$ cat config.mk
export PLATFORM = sky130hd
export DESIGN_NAME = lzbd_code_walker
export DESIGN_NICKNAME = d
export VERILOG_FILES = /design/src/lzbd_pkg.sv /design/src/lzbd_code_walker.sv
export SDC_FILE = /design/constraint.sdc
export NUM_CORES = 1
export LEC_CHECK = 0
export ABC_AREA = 0
export BUFFER_PORTS_ARGS = -buffer_cell sky130_fd_sc_hd__buf_2
export CAP_MARGIN = 5
export CORE_ASPECT_RATIO = 1.1
export CORE_MARGIN = 8
export CORE_UTILIZATION = 65
export DETAILED_ROUTE_END_ITERATION = 7
export PLACE_DENSITY = 0.85
export SLEW_MARGIN = 25
export SYNTH_ARGS = -nofsm -noshare
export SYNTH_HDL_FRONTEND = slang
export SYNTH_SLANG_ARGS = --single-unit
$ cat constraint.sdc
create_clock -name vclk -period 10.4
set_input_delay 1.56 -clock vclk [all_inputs]
set_output_delay 1.56 -clock vclk [all_outputs]
set_load 0.02 [all_outputs]
$ cat src/lzbd_pkg.sv
// ----------------------------------------------------------------------------
// lzbd_pkg
// types, constants and code tables of the bit-flag lz decompressor
// ----------------------------------------------------------------------------
package lzbd_pkg;

  localparam logic [8:0]  ESC_LEN     = 9'd25;
  localparam logic [4:0]  ESC_VALUE   = 5'd25;
  localparam logic [7:0]  SKIP_CODE   = 8'hFE;
  localparam logic [7:0]  END_CODE    = 8'hFF;
  localparam logic [13:0] WRITTEN_CAP = 14'd16383;
  localparam int unsigned LEN_TREE_SIZE = 47;
  localparam int unsigned OFF_TREE_SIZE = 63;

  typedef enum logic [2:0] {
    PH_FLAG,
    PH_LEN_TREE,
    PH_OFF_TREE,
    PH_LITERAL,
    PH_ESCAPE,
    PH_OFF_LOW
  } phase_e;

  typedef enum logic [1:0] {
    RL_NONE,
    RL_LOW,
    RL_HIGH
  } reload_e;

  typedef enum logic [2:0] {
    ST_IDLE,
    ST_COPY_RD,
    ST_COPY_WR,
    ST_FLUSH,
    ST_END,
    ST_WALK
  } state_e;

  // relative child links, both zero on a leaf
  typedef struct packed {
    logic [4:0] l;
    logic [4:0] r;
    logic [4:0] v;
  } tnode_t;

  typedef struct packed {
    logic [5:0] node;
    logic       leaf;
    logic [4:0] value;
  } walk_res_t;

  localparam tnode_t LEN_TREE [0:46] = '{
    '{5'd4,5'd1,5'd0}, '{5'd1,5'd2,5'd0}, '{5'd0,5'd0,5'd2}, '{5'd0,5'd0,5'd3},
    '{5'd1,5'd6,5'd0}, '{5'd1,5'd2,5'd0}, '{5'd0,5'd0,5'd4}, '{5'd1,5'd2,5'd0},
    '{5'd0,5'd0,5'd5}, '{5'd0,5'd0,5'd6}, '{5'd1,5'd6,5'd0}, '{5'd1,5'd2,5'd0},
    '{5'd0,5'd0,5'd7}, '{5'd1,5'd2,5'd0}, '{5'd0,5'd0,5'd8}, '{5'd0,5'd0,5'd9},
    '{5'd1,5'd6,5'd0}, '{5'd1,5'd2,5'd0}, '{5'd0,5'd0,5'd10}, '{5'd1,5'd2,5'd0},
    '{5'd0,5'd0,5'd11}, '{5'd0,5'd0,5'd12}, '{5'd1,5'd6,5'd0}, '{5'd1,5'd2,5'd0},
    '{5'd0,5'd0,5'd25}, '{5'd1,5'd2,5'd0}, '{5'd0,5'd0,5'd13}, '{5'd0,5'd0,5'd14},
    '{5'd1,5'd6,5'd0}, '{5'd1,5'd2,5'd0}, '{5'd0,5'd0,5'd15}, '{5'd1,5'd2,5'd0},
    '{5'd0,5'd0,5'd16}, '{5'd0,5'd0,5'd17}, '{5'd1,5'd6,5'd0}, '{5'd1,5'd2,5'd0},
    '{5'd0,5'd0,5'd18}, '{5'd1,5'd2,5'd0}, '{5'd0,5'd0,5'd19}, '{5'd0,5'd0,5'd20},
    '{5'd1,5'd4,5'd0}, '{5'd1,5'd2,5'd0}, '{5'd0,5'd0,5'd21}, '{5'd0,5'd0,5'd22},
    '{5'd1,5'd2,5'd0}, '{5'd0,5'd0,5'd23}, '{5'd0,5'd0,5'd24}
  };

  localparam tnode_t OFF_TREE [0:62] = '{
    '{5'd2,5'd1,5'd0}, '{5'd0,5'd0,5'd0}, '{5'd1,5'd12,5'd0}, '{5'd1,5'd4,5'd0},
    '{5'd1,5'd2,5'd0}, '{5'd0,5'd0,5'd1}, '{5'd0,5'd0,5'd2}, '{5'd1,5'd4,5'd0},
    '{5'd1,5'd2,5'd0}, '{5'd0,5'd0,5'd3}, '{5'd0,5'd0,5'd4}, '{5'd1,5'd2,5'd0},
    '{5'd0,5'd0,5'd5}, '{5'd0,5'd0,5'd6}, '{5'd1,5'd18,5'd0}, '{5'd1,5'd8,5'd0},
    '{5'd1,5'd4,5'd0}, '{5'd1,5'd2,5'd0}, '{5'd0,5'd0,5'd7}, '{5'd0,5'd0,5'd8},
    '{5'd1,5'd2,5'd0}, '{5'd0,5'd0,5'd9}, '{5'd0,5'd0,5'd10}, '{5'd1,5'd4,5'd0},
    '{5'd1,5'd2,5'd0}, '{5'd0,5'd0,5'd11}, '{5'd0,5'd0,5'd12}, '{5'd1,5'd2,5'd0},
    '{5'd0,5'd0,5'd13}, '{5'd1,5'd2,5'd0}, '{5'd0,5'd0,5'd14}, '{5'd0,5'd0,5'd15},
    '{5'd1,5'd16,5'd0}, '{5'd1,5'd8,5'd0}, '{5'd1,5'd4,5'd0}, '{5'd1,5'd2,5'd0},
    '{5'd0,5'd0,5'd16}, '{5'd0,5'd0,5'd17}, '{5'd1,5'd2,5'd0}, '{5'd0,5'd0,5'd18},
    '{5'd0,5'd0,5'd19}, '{5'd1,5'd4,5'd0}, '{5'd1,5'd2,5'd0}, '{5'd0,5'd0,5'd20},
    '{5'd0,5'd0,5'd21}, '{5'd1,5'd2,5'd0}, '{5'd0,5'd0,5'd22}, '{5'd0,5'd0,5'd23},
    '{5'd1,5'd8,5'd0}, '{5'd1,5'd4,5'd0}, '{5'd1,5'd2,5'd0}, '{5'd0,5'd0,5'd24},
    '{5'd0,5'd0,5'd25}, '{5'd1,5'd2,5'd0}, '{5'd0,5'd0,5'd26}, '{5'd0,5'd0,5'd27},
    '{5'd1,5'd4,5'd0}, '{5'd1,5'd2,5'd0}, '{5'd0,5'd0,5'd28}, '{5'd0,5'd0,5'd29},
    '{5'd1,5'd2,5'd0}, '{5'd0,5'd0,5'd30}, '{5'd0,5'd0,5'd31}
  };

endpackage

$ cat src/lzbd_code_walker.sv
// ----------------------------------------------------------------------------
// lzbd_code_walker
// one step down the length or offset prefix code tree per flag bit
// ----------------------------------------------------------------------------
module lzbd_code_walker (
  input  logic              is_len_i,
  input  logic [5:0]        node_i,
  input  logic              bit_i,
  output lzbd_pkg::walk_res_t res_o
);
  import lzbd_pkg::*;

  logic [5:0] size;
  logic [5:0] n0;
  logic [6:0] n1;
  logic [5:0] n2;
  tnode_t     cur;
  tnode_t     nxt;

  always_comb begin
    size = is_len_i ? 6'(LEN_TREE_SIZE) : 6'(OFF_TREE_SIZE);
    n0   = (node_i < size) ? node_i : 6'd0;
    cur  = is_len_i ? LEN_TREE[n0] : OFF_TREE[n0];
    n1   = {1'b0, n0} + {2'b00, (bit_i ? cur.r : cur.l)};
    n2   = (n1 >= {1'b0, size}) ? 6'd0 : n1[5:0];
    nxt  = is_len_i ? LEN_TREE[n2] : OFF_TREE[n2];
    res_o.node  = n2;
    res_o.leaf  = (nxt.l == 5'd0) && (nxt.r == 5'd0);
    res_o.value = nxt.v;
  end

endmodule

==> impl_metrics.csv <==
group,metric,value,unit
logic_synthesis,seq_area_frac_synth,0,
placement,pre_cts_ws,683,ps
sta,max_clock_freq,101,MHz
final_layout,multi_input_area,0.00241,mm²
floorplanning,initial_core_util,0.675,
placement,place_area,0.00282,mm²
sta,worst_slack,489,ps
final_layout,antenna_cells,0,
power_and_ir_drop,combinationalPowerShare,1.000,
final_layout,nets,451,
sta,finalHoldViolCount,0,
sta,fin_crit,9910,ps
final_layout,drive_above_1_share,0.162,
floorplanning,rows,24,
drt,drc,0,
drt,vias,3785,
clock_network,post_cts_resized,0,
sta,worst_slew_pin_slew,896,ps
power_and_ir_drop,ir_drop,0.0000915,V
run_status,status,"completed",
final_layout,seqCellArea,0,µm²
setup_path,cp-start-kind,"input port",
power_and_ir_drop,seq_power_share,0,
power_and_ir_drop,power.density,120,mW/mm²
placement,finalWeightedCongestion,1.06,
clock_network,postCtsSetupRepairBufs,0,
global_routing,grt_max_degree,26,
power_and_ir_drop,clockPowerShare,0,
logic_synthesis,synthesis.nets,439,
clock_network,hold_buffers,0,
global_routing,overflow,0,
global_routing,grtUsageTotal,0.305,
power_and_ir_drop,p_sw_frac,0.653,
sta,min_period_over_period,0.953,
setup_path,path_class,"in -> out",
setup_path,cp_max_fo,12,
sta,setup_viol,0,
floorplanning,die_x,77.0,µm
global_routing,busiest_layer,"met2",
drt,wl_per_cell,22.0,µm
placement,dpl.hpwl,7640,µm
job,drv_cap,0,
power_and_ir_drop,p_sw,221,µW
final_layout,fin_cells,478,
setup_path,cp.required,8840,ps
final_layout,seq_cells,0,
sta,tns,0,ps
logic_synthesis,synthCells,416,
global_routing,grtUsageMet3,0.0539,
global_routing,antenna_found_initial,0,
power_and_ir_drop,internal_power,118,µW
logic_synthesis,ys.warnings.count,0,
setup_path,critPathSlowestCell,"ha_1",
logic_synthesis,synth_cell_types,81,
logic_synthesis,syn_area,0.00266,mm²
drt,totalWireLength,10500,µm
power_and_ir_drop,power.leakage,0.00113,µW
placement,portBuffers,20,
setup_path,end_kind,"output port",
drt,dr.pass1.iters,5,
sta,rsz0062_at_grt,"false",
sta,timing.slew.headroom,0.398,
drt,ant_nets,0,
global_routing,grt_pass1_wl,17100,µm
final_layout,finalInstanceArea,0.00282,mm²
setup_path,critical-path-max-stage-delay,480,ps
global_routing,grtUsageMet1,0.329,
final_layout,fill_cells,361,
floorplanning,ios,20,
min_path,hold_class,"in -> out",
logic_synthesis,avgSynthCellArea,6.39,µm²
drt,avgViaCountPerCell,7.92,
final_layout,areaGrowthSynthToFinish,6.31,%
placement,dp.cells,478,
sta,drv_slew,0,
setup_path,cp.arrival,8350,ps
global_routing,use_met2,0.520,
global_routing,grt_pass1_vias,3648,
final_layout,clock_buffers,0,
floorplanning,core_area,0.00393,mm²
floorplanning,dieArea,0.00639,mm²
drt,drtIter0Drc,448,
floorplanning,die_h,83.0,µm
[final cells by class]
cell class,instances,area share
inverters,20,0.0275
multi-input cells,363,0.853
well taps,52,0.0230
repair buffers,43,0.0966
[cell usage in the layout, fill, tap and decap left out, types with 4 or more instances in the layout]
master     instances
o21ai_0           27
o2111ai_1          4
nand3_1           15
o21ai_1            4
ha_1              14
a32oi_1            4
or4_1              4
a21o_1             6
nand2b_1           4
o31ai_1            6
a21oi_1           41
and2_1             5
nor4_1             5
o211ai_1           6
nor2_1            34
a21boi_0           4
nor2b_1            4
or2_2              4
and3_1             4
nand2_1           43
a31oi_1           13
xnor2_1            7
a22o_1             4
inv_1             16
or3_1              5
buf_2             20
mux2i_1            4
o221ai_1           5
buf_4             23
nor3_1            11
[metal layers]
layer | part of all wire | wire length (µm) | vias up
met5 | 0 | 0 | -
met4 | 0.071 | 749 | 0
met3 | 0.13 | 1360 | 110
met2 | 0.47 | 4950 | 378
met1 | 0.33 | 3450 | 1661
li1 | - | - | 1636
[final timing paths]
path  startpoint        to  cells after the start
max     is_len_i  res_o[1]                     32
min     is_len_i  res_o[0]                      4
[through the flow]
step,hold slack [ps],power [µW],utilization
after global routing,3780,358,0.718
after detailed placement,3740,321,0.718
after floorplan,3440,233,-
after global placement,3730,319,0.718
final,3770,339,0.718
after CTS,3740,323,0.718
[power by group through the flow]
stage / Combinational (µW) / Clock, µW / Sequential [µW]
after detailed placement: 321 / 0 / 0
after global placement: 319 / 0 / 0
after global routing: 358 / 0 / 0
final: 339 / 0 / 0
after floorplan: 233 / 0 / 0
after CTS: 323 / 0 / 0
[synthesized netlist by cell type (5+ instances only)]
library cell | count | share of area
xnor2_1 | 7 | 0.023
nor2_1 | 34 | 0.048
a31oi_1 | 13 | 0.031
inv_1 | 16 | 0.023
o31ai_1 | 6 | 0.017
nand3_1 | 15 | 0.028
a21oi_1 | 41 | 0.077
a21o_1 | 6 | 0.017
nor3_1 | 12 | 0.023
o21ai_0 | 27 | 0.051
o211ai_1 | 6 | 0.017
nand2_1 | 43 | 0.061
o221ai_1 | 5 | 0.016
clkbuf_1 | 19 | 0.027
nor4_1 | 5 | 0.012
and2_1 | 5 | 0.012
ha_1 | 14 | 0.066
buf_6 | 5 | 0.021
or3_1 | 5 | 0.012
[cells by family (layout without fill, tap and decap cells)]
group,Yosys count,count (layout),synth area share
AOI/OAI and AO/OA,180,180,0.490
xor gates and xnor gates,10,10,0.0358
adders and majority gates,15,15,0.0735
buffers and inverters,53,63,0.0951
muxes,5,5,0.0193
and+or+nand+nor,153,153,0.286
[worst max-delay path: cells and delay by family]
kind                     cells  cell delay [ps]
adder cells (fa/ha/maj)      5             1670
AND/OR/NAND/NOR              5             1170
AO/OA/AOI/OAI               14             2770
buffers and inverters        7             1010
XOR/XNOR                     1              160
No activity file was read; power rests on OpenSTA's default activity.
